File: config.mk
export PLATFORM = sky130hd
export DESIGN_NAME = tccw_queue
export DESIGN_NICKNAME = d
export VERILOG_FILES = /design/src/sv/tccw_pkg.sv /design/src/sv/tccw_queue.sv
export SDC_FILE = /design/constraint.sdc
export NUM_CORES = 1
export LEC_CHECK = 0
export ABC_AREA = 1
export BUFFER_PORTS_ARGS = -buffer_cell sky130_fd_sc_hd__buf_2
export CAP_MARGIN = 25
export CELL_PAD_IN_SITES_DETAIL_PLACEMENT = 1
export CELL_PAD_IN_SITES_GLOBAL_PLACEMENT = 2
export CORE_ASPECT_RATIO = 1.25
export CORE_MARGIN = 4
export CORE_UTILIZATION = 40
export DETAILED_ROUTE_END_ITERATION = 10
export HOLD_SLACK_MARGIN = 0.05
export MAX_ROUTING_LAYER = met4
export PLACE_DENSITY = 0.85
export SETUP_SLACK_MARGIN = 0.02
export SLEW_MARGIN = 20
export SYNTH_ARGS = -nofsm -noshare
export SYNTH_HDL_FRONTEND = slang
export SYNTH_SLANG_ARGS = --single-unit
File: constraint.sdc
create_clock -name clk -period 3.3 [get_ports clk]
set_input_delay 0.165 -clock clk [delete_from_list [all_inputs] [get_ports clk]]
set_output_delay 0.165 -clock clk [all_outputs]
set_load 0.05 [all_outputs]
File: src/sv/tccw_pkg.sv
// tccw_pkg: shared types, codes and defaults for the text console cell writer.
// Used by every module under sv/ but tccw_ram; depends on nothing.
package tccw_pkg;

  localparam int COLUMNS_DEF  = 80;
  localparam int ROWS_DEF     = 25;
  localparam int TAB_STEP_DEF = 8;
  localparam int QUEUE_DEPTH_DEF = 2;

  localparam int CELL_W   = 16;
  localparam int PADDR_W  = 3;
  localparam int PDATA_W  = 32;

  localparam logic [7:0] CH_CR     = 8'h0D;
  localparam logic [7:0] CH_LF     = 8'h0A;
  localparam logic [7:0] CH_TAB    = 8'h09;
  localparam logic [7:0] CH_SPACE  = 8'h20;
  localparam logic [7:0] ATTR_RESET = 8'h07;
  localparam logic [CELL_W-1:0] RESET_CELL = {ATTR_RESET, CH_SPACE};

  // register index of text_attribute (byte address 4*index)
  localparam logic REG_TEXT_ATTR = 1'b0;

  typedef enum logic [1:0] {
    ACT_PUT      = 2'd0,
    ACT_WRITE_AT = 2'd1,
    ACT_READ     = 2'd2,
    ACT_CLEAR    = 2'd3
  } action_t;

  typedef enum logic [2:0] {
    KIND_PUT,
    KIND_CR,
    KIND_LF,
    KIND_TAB,
    KIND_WRITE_AT,
    KIND_READ,
    KIND_CLEAR
  } cmd_kind_t;

  typedef enum logic [2:0] {
    ST_IDLE,
    ST_EXEC,
    ST_READ_WAIT,
    ST_SCROLL,
    ST_FILL,
    ST_RESULT
  } back_state_t;

  typedef struct packed {
    logic [1:0] action;
    logic [7:0] char_code;
    logic [7:0] cell_attribute;
    logic [6:0] cell_column;
    logic [4:0] cell_row;
  } item_t;

  typedef struct packed {
    logic [15:0] cell_data;
    logic [6:0]  cursor_column;
    logic [4:0]  cursor_row;
    logic [10:0] cursor_offset;
    logic        scrolled;
  } result_t;

  // classified command handed from front to back
  typedef struct packed {
    cmd_kind_t  kind;
    logic [7:0] char_code;
    logic [7:0] cell_attribute;
    logic [6:0] cell_column;
    logic [4:0] cell_row;
    logic       in_range;
  } cmd_t;

  // queue status seen by the front
  typedef struct packed {
    logic push;
    logic full;
  } queue_ctl_t;

endpackage

File: src/sv/tccw_queue.sv
// tccw_queue: short command FIFO between front and back.
// Depends on tccw_pkg (cmd_t).
module tccw_queue #(
  parameter int DEPTH = tccw_pkg::QUEUE_DEPTH_DEF
) (
  input  logic           clk,
  input  logic           rst,
  input  logic           push,
  input  tccw_pkg::cmd_t push_cmd,
  output logic           full,
  input  logic           pop,
  output logic           head_valid,
  output tccw_pkg::cmd_t head
);

  localparam int PTR_W = (DEPTH > 1) ? $clog2(DEPTH) : 1;
  localparam int CNT_W = $clog2(DEPTH + 1);

  tccw_pkg::cmd_t entries [DEPTH];
  logic [PTR_W-1:0] wptr;
  logic [PTR_W-1:0] rptr;
  logic [CNT_W-1:0] count;
  logic             do_push;
  logic             do_pop;

  assign full       = (count == CNT_W'(DEPTH));
  assign head_valid = (count != '0);
  assign head       = entries[rptr];
  assign do_push    = push && !full;
  assign do_pop     = pop && head_valid;

  always_ff @(posedge clk) begin
    if (do_push) begin
      entries[wptr] <= push_cmd;
    end
  end

  always_ff @(posedge clk) begin
    if (rst) begin
      wptr  <= '0;
      rptr  <= '0;
      count <= '0;
    end else begin
      if (do_push) begin
        wptr <= (wptr == PTR_W'(DEPTH - 1)) ? '0 : wptr + 1'b1;
      end
      if (do_pop) begin
        rptr <= (rptr == PTR_W'(DEPTH - 1)) ? '0 : rptr + 1'b1;
      end
      if (do_push && !do_pop) begin
        count <= count + 1'b1;
      end else if (do_pop && !do_push) begin
        count <= count - 1'b1;
      end
    end
  end

endmodule

## After elaboration in Yosys (flattened, before gate mapping)

Memories as Yosys holds them, arrays and structs flattened. A register that Yosys moved wholly into a read port is not among the register bits.
Cells that the tools add are included.

- Reduce and logical (&&, ||, !) cells: 9
- Equal/unequal tests: 1
- Add/sub/neg operators: 4
- Mux-type cells: 8

Operator list:

| cell | count |
|---|---|
| 1-bit two-way mux | 6 |
| 1-bit logical AND | 4 |
| 2-bit two-way mux | 2 |
| 2-bit nonzero test | 2 |
| 1-bit zero test | 3 |
| 1-bit adder, second input constant | 2 |
| 2-bit by 1-bit adder with 2-bit output, second input constant | 1 |
| 2-bit == test, second input constant | 1 |
| 2-bit by 1-bit subtractor with 2-bit output, second input constant | 1 |

- Flip-flop bits (word level): 4
- RAM bits: 64
- Output and inout port bits: 34
- Memories kept: 1

Memories:

| name | depth | width | read ports | clocked after memory_dff | write ports | RTL line | RTL |
|---|---|---|---|---|---|---|---|
| entries | 2 | 32 | 1 | 1 | 1 | tccw_queue.sv:19 | `tccw_pkg::cmd_t entries [DEPTH];` |

## Depth between registers and ports, before layout

- Depth after elaboration: 7
- Mapped depth: 10
- Gate-level depth less buffers: 10

## Least setup slack after synthesis

No wires, ideal clock.

- Kind: register to register
- Start: register count[1]
- End: memory entries[1][0] (netlist bit), enable pin
- Data arrival time: 1.830 ns
- Path buffers: 0
- Required time: 2.879 ns
- Setup slack: 1.049 ns
- Clock period less this slack: 2.251 ns
- Stages on the path, launching flop included: 4
- Library setup time: 0.421 ns
- Path through: dfxtp_1 > inv_1 > o21ai_2 > nor2_1

- Longest elaborated chain between the ends: 5

Ends and longest elaborated chain:

| what | RTL line | RTL |
|---|---|---|
| start: declaration | tccw_queue.sv:22 | `logic [CNT_W-1:0] count;` |
| start signal: assignment | tccw_queue.sv:51 | `count <= count + 1'b1;` |
| start signal: assignment | tccw_queue.sv:53 | `count <= count - 1'b1;` |
| 2-bit == test | tccw_queue.sv:26 | `assign full = (count == CNT_W'(DEPTH));` |
| 1-bit zero test | tccw_queue.sv:29 | `assign do_push = push && !full;` |
| 1-bit logical AND | tccw_queue.sv:29 |  |
| 1-bit two-way mux | tccw_queue.sv:33 | `if (do_push) begin` |
| 1-bit two-way mux (not written as such) | tccw_queue.sv:34 | `entries[wptr] <= push_cmd;` |
| end: declaration | tccw_queue.sv:19 |  |

No other way between the ends.

==> impl_metrics.csv <==
group,metric,value,unit
pwr,pwr-share-clk,0.254,
cells_and_area,nets,283,
detailed_routing,drc,0,
placed_design,gp_congestion,0.6760,
global_routing,grt_pass1_wl,8.687,mm
detailed_routing,ant_nets,0,
critical_path,cp_data_arrival_time,2.05,ns
critical_path,critPathRequiredTime,3.13,ns
clock_network,cts_root_buf,"clkbuf_8",
pwr,power_frac_seq,0.400,
clock_network,cts_tree,"done",
cells_and_area,final_cells,338,
yosys,synth.largest_area_cell,"edfxtp_1",
cells_and_area,regArea,0.002023,sq mm
sta,rsz0062_at_grt,"no",
critical_path,critPathMaxStageDelay,0.80,ns
pwr,p_comb_frac,0.346,
yosys,synth_compound_gate_area_share,0.01062,
yosys,synthMuxAreaShare,0.1745,
yosys,synth_fa_ha_area_frac,0.004617,
detailed_routing,avgRoutedWirePerCell,16.07,microns
die,dieArea,0.008164,sq mm
yosys,yosysUniqueCellTypes,15,
die,rows,33,
global_routing,antenna_found_initial,0,
yosys,synth-xor-area-share,0,
yosys,synth_warnings,0,
placed_design,dp_hpwl,3.231,mm
sta,final.setup_skew,0.01363,ns
clock_network,htreeDepth,3,
critical_path,cp_num_cells,3,
yosys,syn-num-nets,174,
cells_and_area,multi_input_area,601.8,sq um
yosys,synth_area,0.002710,sq mm
sta,hold_ws,0.09752,ns
cells_and_area,final_cell_mix,"buf_2 (69), edfxtp_1 (64), dlygate4sd3_1 (32), mux2_4 (30), clkbuf_8 (9)",
sta,relSlewSlack,0.3839,
detailed_routing,routed_wl,5.433,mm
pwr,switching_share,0.3681,
global_routing,grt_pass1_vias,1764,
yosys,syn_area_per_cell,19.78,sq um
clock_network,cts.sinks,69,
yosys,synth_top_family_by_area,"multiplexers",
critical_path,worstSetupPathType,"reg2out",
detailed_routing,drtIter0Drc,54,
sta,hold_violations,0,
clock_network,clk_latency,0.34,ns
die,coreArea,0.006565,sq mm
yosys,postSynthCellCount,137,
critical_path,critPathLaunchType,"flip-flop",
clock_network,cts.path.max_buffers,2,
critical_path,critPathMaxFanout,22,
sta,min_period,2.218,ns
die,chipWidth,81.62,microns
run,cap_violations,0,
placed_design,port_buffers,69,
hold_path,hold_depth,4,
critical_path,endpoint_kind,"primary output",
critical_path,worstPathCellList,"buf_4, mux2_4, buf_2",
yosys,synth_area_leaders,"edfxtp_1 (71%), mux2_4 (17%), dfxtp_1 (3.7%), buf_12 (2.2%), inv_1 (1.1%)",
yosys,synth_top_area_share,0.7091,
critical_path,critical_path.slowest_cell,"dfxtp_2",
cells_and_area,num_antenna_cells,0,
sta,slew_viol_final,0,
outcome,run_status,"completed",
clock_network,clk_pin_slew,0.08,ns
global_routing,overflow,0,
sta,max_freq,451.0,MHz
detailed_routing,via_per_inst,4.607,
sta,setup_viol,0,
cells_and_area,n_fill_cell,640,
yosys,ys_seq_elements,69,
cells_and_area,syn_to_final_growth,35.00,%
critical_path,path_delay_family,"flip-flops",
yosys,yosysSeqAreaShare,0.7461,
placed_design,dp.cells,290,
clock_network,numCtsBuffers,9,
critical_path,path_buf_inv,2,
sta,worst_slew_pin_slew,0.9220,ns
pwr,power_switching,1.092,mW
pwr,p_int,1.875,mW
global_routing,grt_usage,0.1512,
cells_and_area,layout_commonest_cell,"buf_2",
yosys,synth-simple-area-share,0.02678,
hold_path,min_path_type,"in2reg",
pwr,power_density,810.9,mW/mm^2
sta,finalCritPeriodShare,0.6720,
sta,tns,0,ns
pwr,p_leak,1.472,nW
detailed_routing,dr_total_vias,1557,
detailed_routing,dr.pass1.iters,4,
die,ios,70,
die,start_util,0.4128,
critical_path,r2r_cells,3,
die,die_h,100.0,microns
pwr,worst_ir_drop_vdd,0.0004532,V
cells_and_area,drive_above_1_share,0.4861,
global_routing,grt_max_degree,33,
[path summary, 6_finish.rpt]
| check | startpoint | to | slack [ns] |
|---|---|---|---|
| setup / recovery | flip-flop | head[17] | 1.08 |
| hold / removal | rst | count[1] | 0.1 |
| setup reg to reg | count[1] | entries[0][2] | 1.65 |
| hold reg to reg | rptr | flip-flop | 0.52 |
[synth_stat cells (all sizes together)]
cell type / instances
a21oi: 2
buf: 4
dfxtp: 5
edfxtp: 64
ha: 1
inv: 8
mux2: 32
nand2: 7
nand3: 2
nand4: 1
nor2: 8
o21ai: 3
[power groups by stage]
stage,combinational (mW),sequential [mW],clock [mW]
3_3_place_gp,0.997,1.20,0
5_1_grt,1.09,1.21,0.807
3_5_place_dp,1.01,1.21,0
6_report,1.03,1.19,0.753
4_1_cts,1.04,1.19,0.767
2_1_floorplan,0.890,1.16,0
[flip-flops by register name, summed over array words and instances (netlist names), named ones only]
register	cells
entries	64
count	2
rptr	1
wptr	1
[routing by layer]
layer	up-vias	routed length [microns]	global-route usage
met4	0	106	0.06905
li1	729	-	-
met3	9	286	0.03950
met2	49	3000	0.2641
met1	770	2040	0.1564
met5	-	0	-
[cell type report]
class / instances / share of cell area
flip-flops and latches: 69 / 0.5530
repair buffers: 102 / 0.1840
multi-input cells: 56 / 0.1645
clock buffers: 9 / 0.03386
well taps: 87 / 0.02975
clock inverters: 7 / 0.02668
inverters: 8 / 0.008208
[stage by stage]
step                        util  worst slack [ns]  power [mW]  instance area, sq um
after floorplan                -             1.049       2.049                  2710
after global placement    0.4747             1.438       2.199                  3117
after global routing      0.5573            0.9668       3.104                  3659
final                     0.5573             1.082       2.967                  3659
after detailed placement  0.4747             1.423       2.216                  3117
after CTS                 0.5573             1.056       2.995                  3659
[worst min-delay path, delay by kind of cell]
family | cells | cell delay, ns
AND/OR/NAND/NOR | 2 | 0.10
buffers and inverters | 2 | 0.13
[repair_timing]
item | in CTS | in global routing
hold endpoints to repair | 64 | 0
buffers inserted | 0 | 0
hold buffers | 32 | 0
resized for setup | 0 | 0
[cells by family (layout without fill, tap and decap cells)]
family	count (synthesis)	after routing
buf+inv	12	126
flops	69	69
simple gates	18	18
fa+ha+maj	1	1
mux	32	32
compound gates	5	5
No activity file was read; power rests on OpenSTA's default activity.
