===== config.mk =====
export PLATFORM = sky130hd
export DESIGN_NAME = tccw_front
export DESIGN_NICKNAME = d
export VERILOG_FILES = /design/src/sv/tccw_pkg.sv /design/src/sv/tccw_front.sv
export SDC_FILE = /design/constraint.sdc
export NUM_CORES = 1
export LEC_CHECK = 0
export ABC_AREA = 1
export BUFFER_PORTS_ARGS = -buffer_cell sky130_fd_sc_hd__buf_2
export CORE_UTILIZATION = 42
export DETAILED_ROUTE_END_ITERATION = 10
export PLACE_DENSITY = 0.87
export SYNTH_ARGS = -nofsm -noshare
export SYNTH_HDL_FRONTEND = slang
export SYNTH_SLANG_ARGS = --single-unit

===== constraint.sdc =====
create_clock -name clk -period 2.8 [get_ports clk]
set_input_delay 0.28 -clock clk [delete_from_list [all_inputs] [get_ports clk]]
set_output_delay 0.28 -clock clk [all_outputs]
set_load 0.01 [all_outputs]

===== src/sv/tccw_pkg.sv =====
// tccw_pkg: shared types, codes and defaults for the text console cell writer.
// Used by every module under sv/ but tccw_ram; depends on nothing.
package tccw_pkg;

  localparam int COLUMNS_DEF  = 80;
  localparam int ROWS_DEF     = 25;
  localparam int TAB_STEP_DEF = 8;
  localparam int QUEUE_DEPTH_DEF = 2;

  localparam int CELL_W   = 16;
  localparam int PADDR_W  = 3;
  localparam int PDATA_W  = 32;

  localparam logic [7:0] CH_CR     = 8'h0D;
  localparam logic [7:0] CH_LF     = 8'h0A;
  localparam logic [7:0] CH_TAB    = 8'h09;
  localparam logic [7:0] CH_SPACE  = 8'h20;
  localparam logic [7:0] ATTR_RESET = 8'h07;
  localparam logic [CELL_W-1:0] RESET_CELL = {ATTR_RESET, CH_SPACE};

  // register index of text_attribute (byte address 4*index)
  localparam logic REG_TEXT_ATTR = 1'b0;

  typedef enum logic [1:0] {
    ACT_PUT      = 2'd0,
    ACT_WRITE_AT = 2'd1,
    ACT_READ     = 2'd2,
    ACT_CLEAR    = 2'd3
  } action_t;

  typedef enum logic [2:0] {
    KIND_PUT,
    KIND_CR,
    KIND_LF,
    KIND_TAB,
    KIND_WRITE_AT,
    KIND_READ,
    KIND_CLEAR
  } cmd_kind_t;

  typedef enum logic [2:0] {
    ST_IDLE,
    ST_EXEC,
    ST_READ_WAIT,
    ST_SCROLL,
    ST_FILL,
    ST_RESULT
  } back_state_t;

  typedef struct packed {
    logic [1:0] action;
    logic [7:0] char_code;
    logic [7:0] cell_attribute;
    logic [6:0] cell_column;
    logic [4:0] cell_row;
  } item_t;

  typedef struct packed {
    logic [15:0] cell_data;
    logic [6:0]  cursor_column;
    logic [4:0]  cursor_row;
    logic [10:0] cursor_offset;
    logic        scrolled;
  } result_t;

  // classified command handed from front to back
  typedef struct packed {
    cmd_kind_t  kind;
    logic [7:0] char_code;
    logic [7:0] cell_attribute;
    logic [6:0] cell_column;
    logic [4:0] cell_row;
    logic       in_range;
  } cmd_t;

  // queue status seen by the front
  typedef struct packed {
    logic push;
    logic full;
  } queue_ctl_t;

endpackage


===== src/sv/tccw_front.sv =====
// tccw_front: accepts input transfers, decodes action and control characters.
// Depends on tccw_pkg (item_t, cmd_t, codes); feeds tccw_queue.
module tccw_front #(
  parameter int COLUMNS = tccw_pkg::COLUMNS_DEF,
  parameter int ROWS    = tccw_pkg::ROWS_DEF
) (
  input  logic                 clk,
  input  logic                 rst,
  input  logic                 init_active,
  input  logic                 item_valid,
  output logic                 item_stall,
  input  tccw_pkg::item_t      item,
  output tccw_pkg::queue_ctl_t qctl_out,
  input  logic                 queue_full,
  output tccw_pkg::cmd_t       cmd
);

  logic           cmd_valid;
  logic           accept;
  tccw_pkg::cmd_t cmd_next;

  assign item_stall = init_active || (cmd_valid && queue_full);
  assign accept     = item_valid && !item_stall;

  assign qctl_out.push = cmd_valid;
  assign qctl_out.full = queue_full;

  always_comb begin
    cmd_next.char_code      = item.char_code;
    cmd_next.cell_attribute = item.cell_attribute;
    cmd_next.cell_column    = item.cell_column;
    cmd_next.cell_row       = item.cell_row;
    cmd_next.in_range       = (32'(item.cell_column) < COLUMNS) &&
                              (32'(item.cell_row) < ROWS);
    unique case (tccw_pkg::action_t'(item.action))
      tccw_pkg::ACT_PUT: begin
        case (item.char_code)
          tccw_pkg::CH_CR:  cmd_next.kind = tccw_pkg::KIND_CR;
          tccw_pkg::CH_LF:  cmd_next.kind = tccw_pkg::KIND_LF;
          tccw_pkg::CH_TAB: cmd_next.kind = tccw_pkg::KIND_TAB;
          default:          cmd_next.kind = tccw_pkg::KIND_PUT;
        endcase
      end
      tccw_pkg::ACT_WRITE_AT: cmd_next.kind = tccw_pkg::KIND_WRITE_AT;
      tccw_pkg::ACT_READ:     cmd_next.kind = tccw_pkg::KIND_READ;
      default:                cmd_next.kind = tccw_pkg::KIND_CLEAR;
    endcase
  end

  always_ff @(posedge clk) begin
    if (accept) begin
      cmd <= cmd_next;
    end
  end

  always_ff @(posedge clk) begin
    if (rst) begin
      cmd_valid <= 1'b0;
    end else if (accept) begin
      cmd_valid <= 1'b1;
    end else if (!queue_full) begin
      cmd_valid <= 1'b0;
    end
  end

endmodule


# Yosys cells after proc, flatten, opt, wreduce, memory -nomap -nowiden
# Cells that the tools add are included.
# word_totals
register_bits	33
inputBits	35
output_inout_bits	35
word_cells	25
# op_classes
order_cmp	2
n_eq_ne	6
mux	4
n_reduce_logical	6
# ops
op	count
8-bit by 4-bit == test with 1-bit output, second input constant	3
3-bit case mux with 3 select lines	1
7-bit < comparator, second input constant	1
2-bit case mux with 3 select lines	1
5-bit < comparator, second input constant	1
1-bit logical AND	3
2-bit by 1-bit == test with 1-bit output, second input constant	1
2-bit == test, second input constant	1
2-bit logical NOT	1
1-bit 2-to-1 mux	2
2-bit by 1-bit != test with 1-bit output, second input constant	1
1-bit logical NOT	1
1-bit logical OR	1

# Depth between registers and ports, before layout
# Gate-level depths: netlist (run 1).
# depth
depth_word	5
ltp_mapped	6
mapped_depth_nobuf	6

# Worst setup path before layout (run 1)
# No wires, ideal clock.
# synth_path
path_type	reg-to-reg
from	reg cmd_valid
to	reg cmd[0] (netlist bit) (enable)
setup_time_ps	421
arrival_time_ps	1826
required_ps	2379
setup_slack_ps	553
stages_incl_launch_ff	4
n_path_buf	0
period_less_slack_ps	2247
cell_sequence	dfxtp_1 nand2_1 nand2_1 nor2_1
# synth_via
elab_chain_len	4
# synth_lines
element	line_no	rtl
start, declared	tccw_front.sv:18	logic cmd_valid;
start signal, assigned	tccw_front.sv:58	cmd_valid <= 1'b0;
start signal, assigned	tccw_front.sv:60	cmd_valid <= 1'b1;
start signal, assigned	tccw_front.sv:62	cmd_valid <= 1'b0;
1-bit logical AND	tccw_front.sv:22	assign item_stall = init_active || (cmd_valid && queue_full);
1-bit logical OR	tccw_front.sv:22	
net item_stall	tccw_front.sv:11	output logic item_stall,
1-bit logical NOT	tccw_front.sv:23	assign accept = item_valid && !item_stall;
1-bit logical AND	tccw_front.sv:23	
net accept	tccw_front.sv:19	logic accept;
end signal, assigned	tccw_front.sv:52	cmd <= cmd_next;
end, declared	tccw_front.sv:15	output tccw_pkg::cmd_t cmd
# The timed path passes the listed nets, and every way through them passes these cells.
# A chain may end at the register's enable or synchronous reset.

# Final worst setup path (run 1)
# layout_path
from	reg cmd_valid
to	reg cmd[2] (netlist bit) (enable)
# layout_via
elab_chain_len	4
# layout_lines
element	line_no
1-bit logical AND	tccw_front.sv:22
1-bit logical OR	tccw_front.sv:22
1-bit logical NOT	tccw_front.sv:23
1-bit logical AND	tccw_front.sv:23
net accept	tccw_front.sv:19
# The timed path passes the listed nets, and every way through them passes these cells.

==> results.cfg, run 1 <==
[run_status]
outcome = finished, final reports clean

[synth]
synthAdderAreaFrac_pct = 2.13
yosysSeqAreaShare_pct = 83.7
synth_compound_area_share_pct = 2.24
synth_nets = 109
syn_inst = 72
synth_ff_type = edfxtp_1
synth-edff-count = 32
synth_top_area_share_pct = 82.0
synth_top_family_by_area = simple AND/OR/NAND/NOR gates
synthSimpleGateAreaFrac_pct = 6.72
yosysMostFrequentCell = edfxtp_1
synthArstFlopShare_pct = 0
muxShareOfSynthArea_pct = 0
synth_cell_types = 14
ys_seq_elements = 33
synth-xor-area-share_pct = 0.747
synth_warnings = 0
ys_top_cells_by_count = edfxtp_1, inv_1, nand2_1
syn_area_sq_mm = 0.00117
yosys.area.top_type = edfxtp_1
yosys-top-cells-area = edfxtp_1, inv_1, nand2_1, nor2_1, ha_1
avgSynthCellArea_sq_um = 16.3

[cts]
insertion_delay_ns = 0.32
cts_setup_buffers = 0
cts.repair.resized = 0
numClockSinks = 33
cts_buffers = 5
cts_tree = yes
cts_max_path_buffers = 2
cts_root_buffer = clkbuf_4
clkTransAtPathRegs_ns = 0.09
cts_max_level = 2
postCtsHoldBufs = 0

[sta]
worst_pin_slew_ns = 0.497
skew_ns = 0.00324
hold_violations = 0
setup_viol = 0
setup_ws_ns = 1.25
rsz0062_at_grt = no
fmax_mhz = 644
fin_setup_tns_ns = 0
maxSlewHeadroom_pct = 66.8
drv_slew = 0
min_period_ns = 1.55
post-route-period-util_pct = 55.4

[critical_path]
reg2regPathDepth = 4
worstPathMaxFanout = 22
crit_arrival_ns = 1.56
worstSetupStartpoint = cmd_valid
required_ns = 2.81
critPathCaptureType = flop
r2r_slack_ns = 1.25
path_class = flop to flop
regToRegStartpoint = cmd_valid
r2r_end = cmd[2]
startpoint_type = flop

[final_layout]
n_antenna_cell = 0
final_util_pct = 62.4
final_cell_area_sq_mm = 0.00160
drive_gt1_share_pct = 53.4
areaGrowthSynthToFinish_pct = 36.6
nNetsFinal = 184

[floorplanning]
coreArea_sq_mm = 0.00257
dieHeight_microns = 54.8
die_area_sq_mm = 0.00301
fp-row-count = 18
ios = 70
initial_core_util_pct = 45.7
die_w_microns = 54.8

[detailed_routing]
drc = 0
num_vias = 820
drt_iter0_markers = 11
finalWirelength_microns = 2180
drtAntennaViolNets = 0
dr.pass1.iters = 5
avgRoutedWirePerCell_microns = 12.3
via_per_inst = 4.61

[job]
drv_cap = 0

[worst_hold_path]
min_delay_path_depth = 1
worstHoldStart = item[17]
holdPathEnd = cmd[18]
worst_hold_path_type = input pin to flop

[global_routing]
overflow = 0
grt_pass1_wl_microns = 3060
track_usage_pct = 16.1
grt_start_max_net_pins = 23
antenna_found_initial = 0
grt_pass1_vias = 738

[placed_design]
pre_cts_ws_ns = 1.14
placed_area_sq_mm = 0.00155
dpl.hpwl_microns = 1780
port_buffers = 69
routabilityCongestion = 0.785

[power_and_ir_drop]
power_w = 0.000899
power_density_mw_per_mm2 = 562
p_leak_nw = 0.735
ir_worst_vdd_mv = 0.339
==> routing by layer <==
layer | track usage (%) | part of all wire [%]
met5 | 0 | 0
met4 | 14.5 | 2.4
met3 | 6.11 | 14
met2 | 27.3 | 48
met1 | 14.7 | 35
==> how the worst max path moves through the flow <==
stage,to,depth (start not counted),slack (ns)
after floorplan,cmd[0],3,0.55
after global placement,cmd[3],5,1.21
after detailed placement,cmd[0],5,1.14
after CTS,cmd[0],4,1.24
after global routing,cmd[2],4,1.09
final,cmd[2],4,1.25
==> cells in the final DEF (no fill, tap or decap) <==
master and instances:
clkinv_2 2, or2_1 1, clkbuf_4 5, o21ai_0 1, inv_1 10, nor2_1 7
nor2_2 1, xor2_1 1, buf_4 1, clkbuf_1 1, a21oi_1 1, ha_1 2
edfxtp_1 32, o21ai_2 1, nand3_1 1, nand2_1 10, o21a_1 1, buf_2 69
dfxtp_1 1
==> worst max-delay path, cell delays in order, from the launching register on <==
cell,delay [ns]
dfxtp_1,0.32
nand2_1,0.07
nand2_1,0.08
nor2_2,0.40
buf_4,0.37
==> sequential cells by signal, summed over array words and instances, names as in the netlist <==
name and cells:
cmd_valid 1, cmd 32
==> report_power, final <==
part / total [W] / leakage, nW / switching [W] / internal (W)
Clock: 0.000241 / 0.0320 / 0.000145 / 0.0000955
Combinational: 0.0000869 / 0.395 / 0.0000481 / 0.0000387
Sequential: 0.000572 / 0.307 / 0.00000470 / 0.000567
Total: 0.000899 / 0.735 / 0.000198 / 0.000701
==> cell families (layout without fill, tap and decap cells) <==
family                   count (synthesis)  count (layout)
XOR/XNOR                                 1               1
adder cells (fa/ha/maj)                  2               2
AND/OR/NAND/NOR                         20              20
flip-flops                              33              33
buffers and inverters                   12              88
AO/OA/AOI/OAI                            4               4
==> final cells by class <==
type	count	area [sq um]
Clock buffer	6	41.3
Fill cell	206	966
Inverter	10	37.5
Multi-Input combinational cell	27	141
Timing Repair Buffer	70	353
Sequential cell	33	981
Tap cell	30	37.5
Clock inverter	2	10.0
==> per-stage QoR <==
stage,hold WS (ns),cells
finish,0.129,178
global placement,0.457,170
CTS,0.115,178
global route,0.107,178
floorplan,0.379,72
detailed placement,0.462,170
Note: power is estimated with default switching activity, not from simulation.
==> run 2: changes to the inputs <==
--- a/config.mk
+++ b/config.mk
@@ -7,9 +7,9 @@
 export LEC_CHECK = 0
 export ABC_AREA = 1
 export BUFFER_PORTS_ARGS = -buffer_cell sky130_fd_sc_hd__buf_2
-export CORE_UTILIZATION = 42
+export CORE_UTILIZATION = 38
 export DETAILED_ROUTE_END_ITERATION = 10
-export PLACE_DENSITY = 0.87
+export PLACE_DENSITY = 0.83
 export SYNTH_ARGS = -nofsm -noshare
 export SYNTH_HDL_FRONTEND = slang
 export SYNTH_SLANG_ARGS = --single-unit
==> constraint.sdc (replaced) <==
create_clock -name clk -period 1.25 [get_ports clk]
set_input_delay 0.125 -clock clk [delete_from_list [all_inputs] [get_ports clk]]
set_output_delay 0.125 -clock clk [all_outputs]
set_load 0.01 [all_outputs]
==> results.cfg, run 2 (same netlist as run 1, synthesis figures left out) <==
[critical_path]
startpoint_type = flop
path_class = flop to flop
regToRegStartpoint = cmd_valid
worstSetupStartpoint = cmd_valid
required_ns = 1.29
crit_arrival_ns = 1.18
critPathCaptureType = flop
worstPathMaxFanout = 22

[sta]
hold_violations = 0
skew_ns = 0.00877
post-route-period-util_pct = 91.1
fmax_mhz = 878
worst_pin_slew_ns = 0.174
setup_viol = 0
fin_setup_tns_ns = 0
rsz0062_at_grt = no
min_period_ns = 1.14
holdWs_ns = 0.0233
maxSlewHeadroom_pct = 88.4
drv_slew = 0

[cts]
cts_setup_buffers = 0
cts_tree = yes
postCtsHoldBufs = 28
cts_buffers = 5
numClockSinks = 33
cts_max_level = 2
cts_max_path_buffers = 2
cts.repair.resized = 0
cts_root_buffer = clkbuf_4
insertion_delay_ns = 0.33
clkTransAtPathRegs_ns = 0.10

[global_routing]
overflow = 0
grt_start_max_net_pins = 23
grt_pass1_vias = 994
track_usage_pct = 19.5
antenna_found_initial = 0
grt_pass1_wl_microns = 4510

[final_layout]
areaGrowthSynthToFinish_pct = 63.6
final_common_cell = buf_2
largest_register = cmd
drive_gt1_share_pct = 46.3
largest_reg_flops = 32
reg_top3 = cmd x32, cmd_valid x1
final_cell_mix = buf_2, edfxtp_1, dlygate4sd3_1, inv_1, nand2_1
n_antenna_cell = 0
nNetsFinal = 213

[floorplanning]
die_w_microns = 57.5
coreArea_sq_mm = 0.00283
initial_core_util_pct = 41.4
die_area_sq_mm = 0.00331
ios = 70
fp-row-count = 19
dieHeight_microns = 57.5

[worst_hold_path]
worstHoldStart = item[21]
worst_hold_path_type = input pin to flop

[detailed_routing]
dr.pass1.iters = 8
num_vias = 954
via_per_inst = 4.59
drc = 9
drt_iter0_markers = 58
finalWirelength_microns = 2940
drtAntennaViolNets = 0
avgRoutedWirePerCell_microns = 14.2

[run_status]
outcome = finished with violations
violations = design-rule violations

[power_and_ir_drop]
power_density_mw_per_mm2 = 1100
ir_worst_vdd_mv = 0.428
p_leak_nw = 0.862

[placed_design]
routabilityCongestion = 0.718
dpl.hpwl_microns = 1740
port_buffers = 69

[job]
drv_cap = 0
run 2: metrics by stage:
stage                     util, %  cell area, sq um  std cells  total power, W  setup WS, ns
after detailed placement     56.1              1590        172         0.00152         0.118
after global placement       56.1              1590        172         0.00151         0.139
after CTS                    67.8              1920        208         0.00211        0.0942
final                        67.8              1920        208         0.00211         0.111
after floorplan                 -              1190         72         0.00139        -0.114
after global routing         67.8              1920        208         0.00220        0.0604
run 2: final timing paths:
kind,end,slack (ns),cells after the start
max,cmd[20],0.11,4
min,cmd[22],0.02,1
max reg2reg,cmd[20],0.11,4
min reg2reg,cmd_valid,0.60,4
run 2: area by class of cell:
type	count	area, sq um
multi-input combinational	27	156
clock buffer	5	37.5
sequential	33	982
clock inverter	3	12.5
tap	31	38.8
timing repair buffer	99	653
fill	195	911
inverter	10	37.5
run 2: worst max-delay path, stage by stage, from the launching register on:
cell and delay (ns):
dfxtp_2 0.33, nand2_2 0.08, nand2_4 0.06, nor2_4 0.18
buf_12 0.19
run 2: layer usage:
metal,GRT usage [%],share of wire (%),vias up
met2,35.7,52,50
li1,-,-,452
met5,0,0,-
met3,7.03,10,6
met1,18.7,35,446
met4,10.8,2.1,0
run 2: where the power goes:
part | internal [W] | leakage (nW) | switching, W | total, W
Clock | 0.000203 | 0.0300 | 0.000339 | 0.000542
Combinational | 0.000153 | 0.524 | 0.000129 | 0.000282
Sequential | 0.00127 | 0.308 | 0.0000133 | 0.00128
Total | 0.00163 | 0.862 | 0.000482 | 0.00211
==> run 3: changes to the inputs <==
--- a/config.mk
+++ b/config.mk
@@ -5,11 +5,10 @@
 export SDC_FILE = /design/constraint.sdc
 export NUM_CORES = 1
 export LEC_CHECK = 0
-export ABC_AREA = 1
 export BUFFER_PORTS_ARGS = -buffer_cell sky130_fd_sc_hd__buf_2
-export CORE_UTILIZATION = 38
+export CORE_UTILIZATION = 37
 export DETAILED_ROUTE_END_ITERATION = 10
-export PLACE_DENSITY = 0.83
+export PLACE_DENSITY = 0.82
 export SYNTH_ARGS = -nofsm -noshare
 export SYNTH_HDL_FRONTEND = slang
 export SYNTH_SLANG_ARGS = --single-unit
==> results.cfg, run 3 <==
[run_status]
outcome = finished with violations
violations = design-rule violations

[synth]
muxShareOfSynthArea_pct = 0
yosys.area.top_type = edfxtp_1
ys_seq_elements = 33
avgSynthCellArea_sq_um = 20.6
yosysSeqAreaShare_pct = 85.2
synthAdderAreaFrac_pct = 2.17
synth-xor-area-share_pct = 0.761
ys_top_cells_by_count = edfxtp_1, inv_1, buf_4, ha_1, nand2b_1
synthSimpleGateAreaFrac_pct = 4.78
synth_ff_type = edfxtp_1
synth_top_family_by_area = simple AND/OR/NAND/NOR gates
synth-edff-count = 32
synth_top_area_share_pct = 83.5
yosys-top-cells-area = edfxtp_1, ha_1, dfxtp_1, o41ai_2, buf_4
synth_compound_area_share_pct = 4.46
synth_cell_types = 19
syn_area_sq_mm = 0.00115
synth_nets = 93
yosysMostFrequentCell = edfxtp_1
synthArstFlopShare_pct = 0
synth_warnings = 0
syn_inst = 56

[final_layout]
drive_gt1_share_pct = 51.2
areaGrowthSynthToFinish_pct = 63.2
nNetsFinal = 197
final_cell_mix = buf_2, edfxtp_1, dlygate4sd3_1, clkbuf_4, inv_1
reg_top3 = cmd x32, cmd_valid x1
largest_register = cmd
final_common_cell = buf_2
n_antenna_cell = 0
final_util_pct = 65.8
largest_reg_flops = 32

[power_and_ir_drop]
pwr-share-clk_pct = 24.4
power_density_mw_per_mm2 = 1100
p_leak_nw = 0.809
swShare_pct = 21.1
p_int_w = 0.00163
p_seq_share_pct = 62.1
ir_worst_vdd_mv = 0.489
power.switching_w = 0.000436
p_comb_share_pct = 13.5

[critical_path]
slowest_delay_ns = 0.54
crit_path_end = cmd[30]
path_class = input pin to flop
path_buf_inv = 2
critPathCaptureType = flop
r2r_end = cmd[9]
worstPathCellList = dlygate4sd3_1 -> buf_2 -> nand2b_1 -> o41ai_2
startpoint_type = input pin
cpLargestDelayFamily = buffers and inverters
critical_path_depth = 4
required_ns = 1.39
reg2regPathDepth = 3
worstPathMaxFanout = 2
regToRegStartpoint = cmd_valid
crit_arrival_ns = 1.28
worstSetupStartpoint = item[25]
crit_path_top_delay_cell = dlygate4sd3_1
r2r_slack_ns = 0.12

[floorplanning]
ios = 70
dieHeight_microns = 57.8
coreArea_sq_mm = 0.00285
initial_core_util_pct = 40.4
fp-row-count = 19
die_area_sq_mm = 0.00334
die_w_microns = 57.8

[global_routing]
grt_pass1_vias = 872
overflow = 0
grt_start_max_net_pins = 33
antenna_found_initial = 0
track_usage_pct = 18.3
grt_pass1_wl_microns = 4240

[cts]
cts_root_buffer = clkbuf_4
cts.repair.resized = 0
cts_buffers = 5
insertion_delay_ns = 0.31
cts_tree = yes
clkTransAtPathRegs_ns = 0.09
cts_setup_buffers = 0
numClockSinks = 33
cts_max_path_buffers = 2
cts_max_level = 2

[sta]
drv_slew = 0
rsz0062_at_grt = no
fmax_mhz = 880
post-route-period-util_pct = 90.9
worst_pin_slew_ns = 0.216
min_period_ns = 1.14
maxSlewHeadroom_pct = 85.4
holdWs_ns = 0.0261
hold_violations = 0
setup_viol = 0
skew_ns = 0.00442
setup_ws_ns = 0.113

[placed_design]
pre_cts_ws_ns = -0.132
port_buffers = 69
routabilityCongestion = 0.695
dpl.hpwl_microns = 1580

[detailed_routing]
drc = 10
via_per_inst = 4.65
avgRoutedWirePerCell_microns = 14.9
drt_iter0_markers = 50
dr.pass1.iters = 7
drtAntennaViolNets = 0
finalWirelength_microns = 2840
num_vias = 889

[job]
drv_cap = 0

[worst_hold_path]
worst_hold_path_type = input pin to flop
min_delay_path_depth = 1
[run 3: cell types whose count changed after synthesis, moves of 2 or more]
cell | before | now
inv_1 | 10 | 4
nor2_1 | 8 | 1
nand2_1 | 10 | 1
nand2b_1 | 0 | 2
[run 3: per-layer routing]
metal	up-vias	wire length (microns)	track usage [%]
met5	-	0	0
met2	52	1490	33.7
met3	6	296	8.71
met1	413	994	17.0
met4	0	54	8.16
li1	418	-	-
[run 3: final cells by class]
cell class,count,area [sq um]
multi-input cells,17,148
fillers,195,975
inverters,4,15.0
clock buffers,6,41.3
repair buffers,99,651
well taps,31,38.8
clock inverters,1,3.75
flip-flops and latches,33,981
[run 3: repair_timing]
item	in CTS	in global routing
endpoints found under the setup margin	0	0
hold endpoints to repair	26	1
hold buffers	26	1
[run 3: per-stage QoR]
step / setup TNS, ns / instance area (sq um) / total power, W / instances
detailed placement: -0.251 / 1560 / 0.00151 / 157
global placement: -0.184 / 1560 / 0.00151 / 157
global route: 0 / 1880 / 0.00215 / 191
finish: 0 / 1880 / 0.00206 / 191
floorplan: -5.17 / 1160 / 0.00139 / 56
CTS: 0 / 1870 / 0.00208 / 190
[run 3: logic make-up (layout without fill, tap and decap cells)]
group	count (synthesis)	after routing
flip-flops	33	33
AND/OR/NAND/NOR	8	8
AO/OA/AOI/OAI	6	6
buffers and inverters	6	110
adder cells (fa/ha/maj)	2	2
XOR/XNOR	1	1
[run 3: worst min-delay path by stage]
| stage | slack, ns | to | startpoint |
|---|---|---|---|
| 2_1_floorplan | 0.19 | cmd_valid | rst |
| 3_3_place_gp | 0.28 | cmd_valid | rst |
| 3_5_place_dp | 0.29 | cmd_valid | rst |
| 4_1_cts | 0.002 | cmd[23] | item[22] |
| 5_1_grt | 0.009 | cmd[22] | item[21] |
| 6_report | 0.03 | cmd[22] | item[21] |
[run 3: power groups by stage]
stage               registers [W]  logic [W]  clock network [W]
floorplan                 0.00133  0.0000561                  0
global placement          0.00130   0.000201                  0
detailed placement        0.00131   0.000207                  0
CTS                       0.00128   0.000270           0.000530
global route              0.00129   0.000301           0.000568
finish                    0.00128   0.000279           0.000504
[run 3: worst reg2reg max path: stages, from the launching register on]
cell and delay (ns):
dfxtp_1 0.33, a21o_1 0.19, nor2_4 0.11, buf_12 0.21
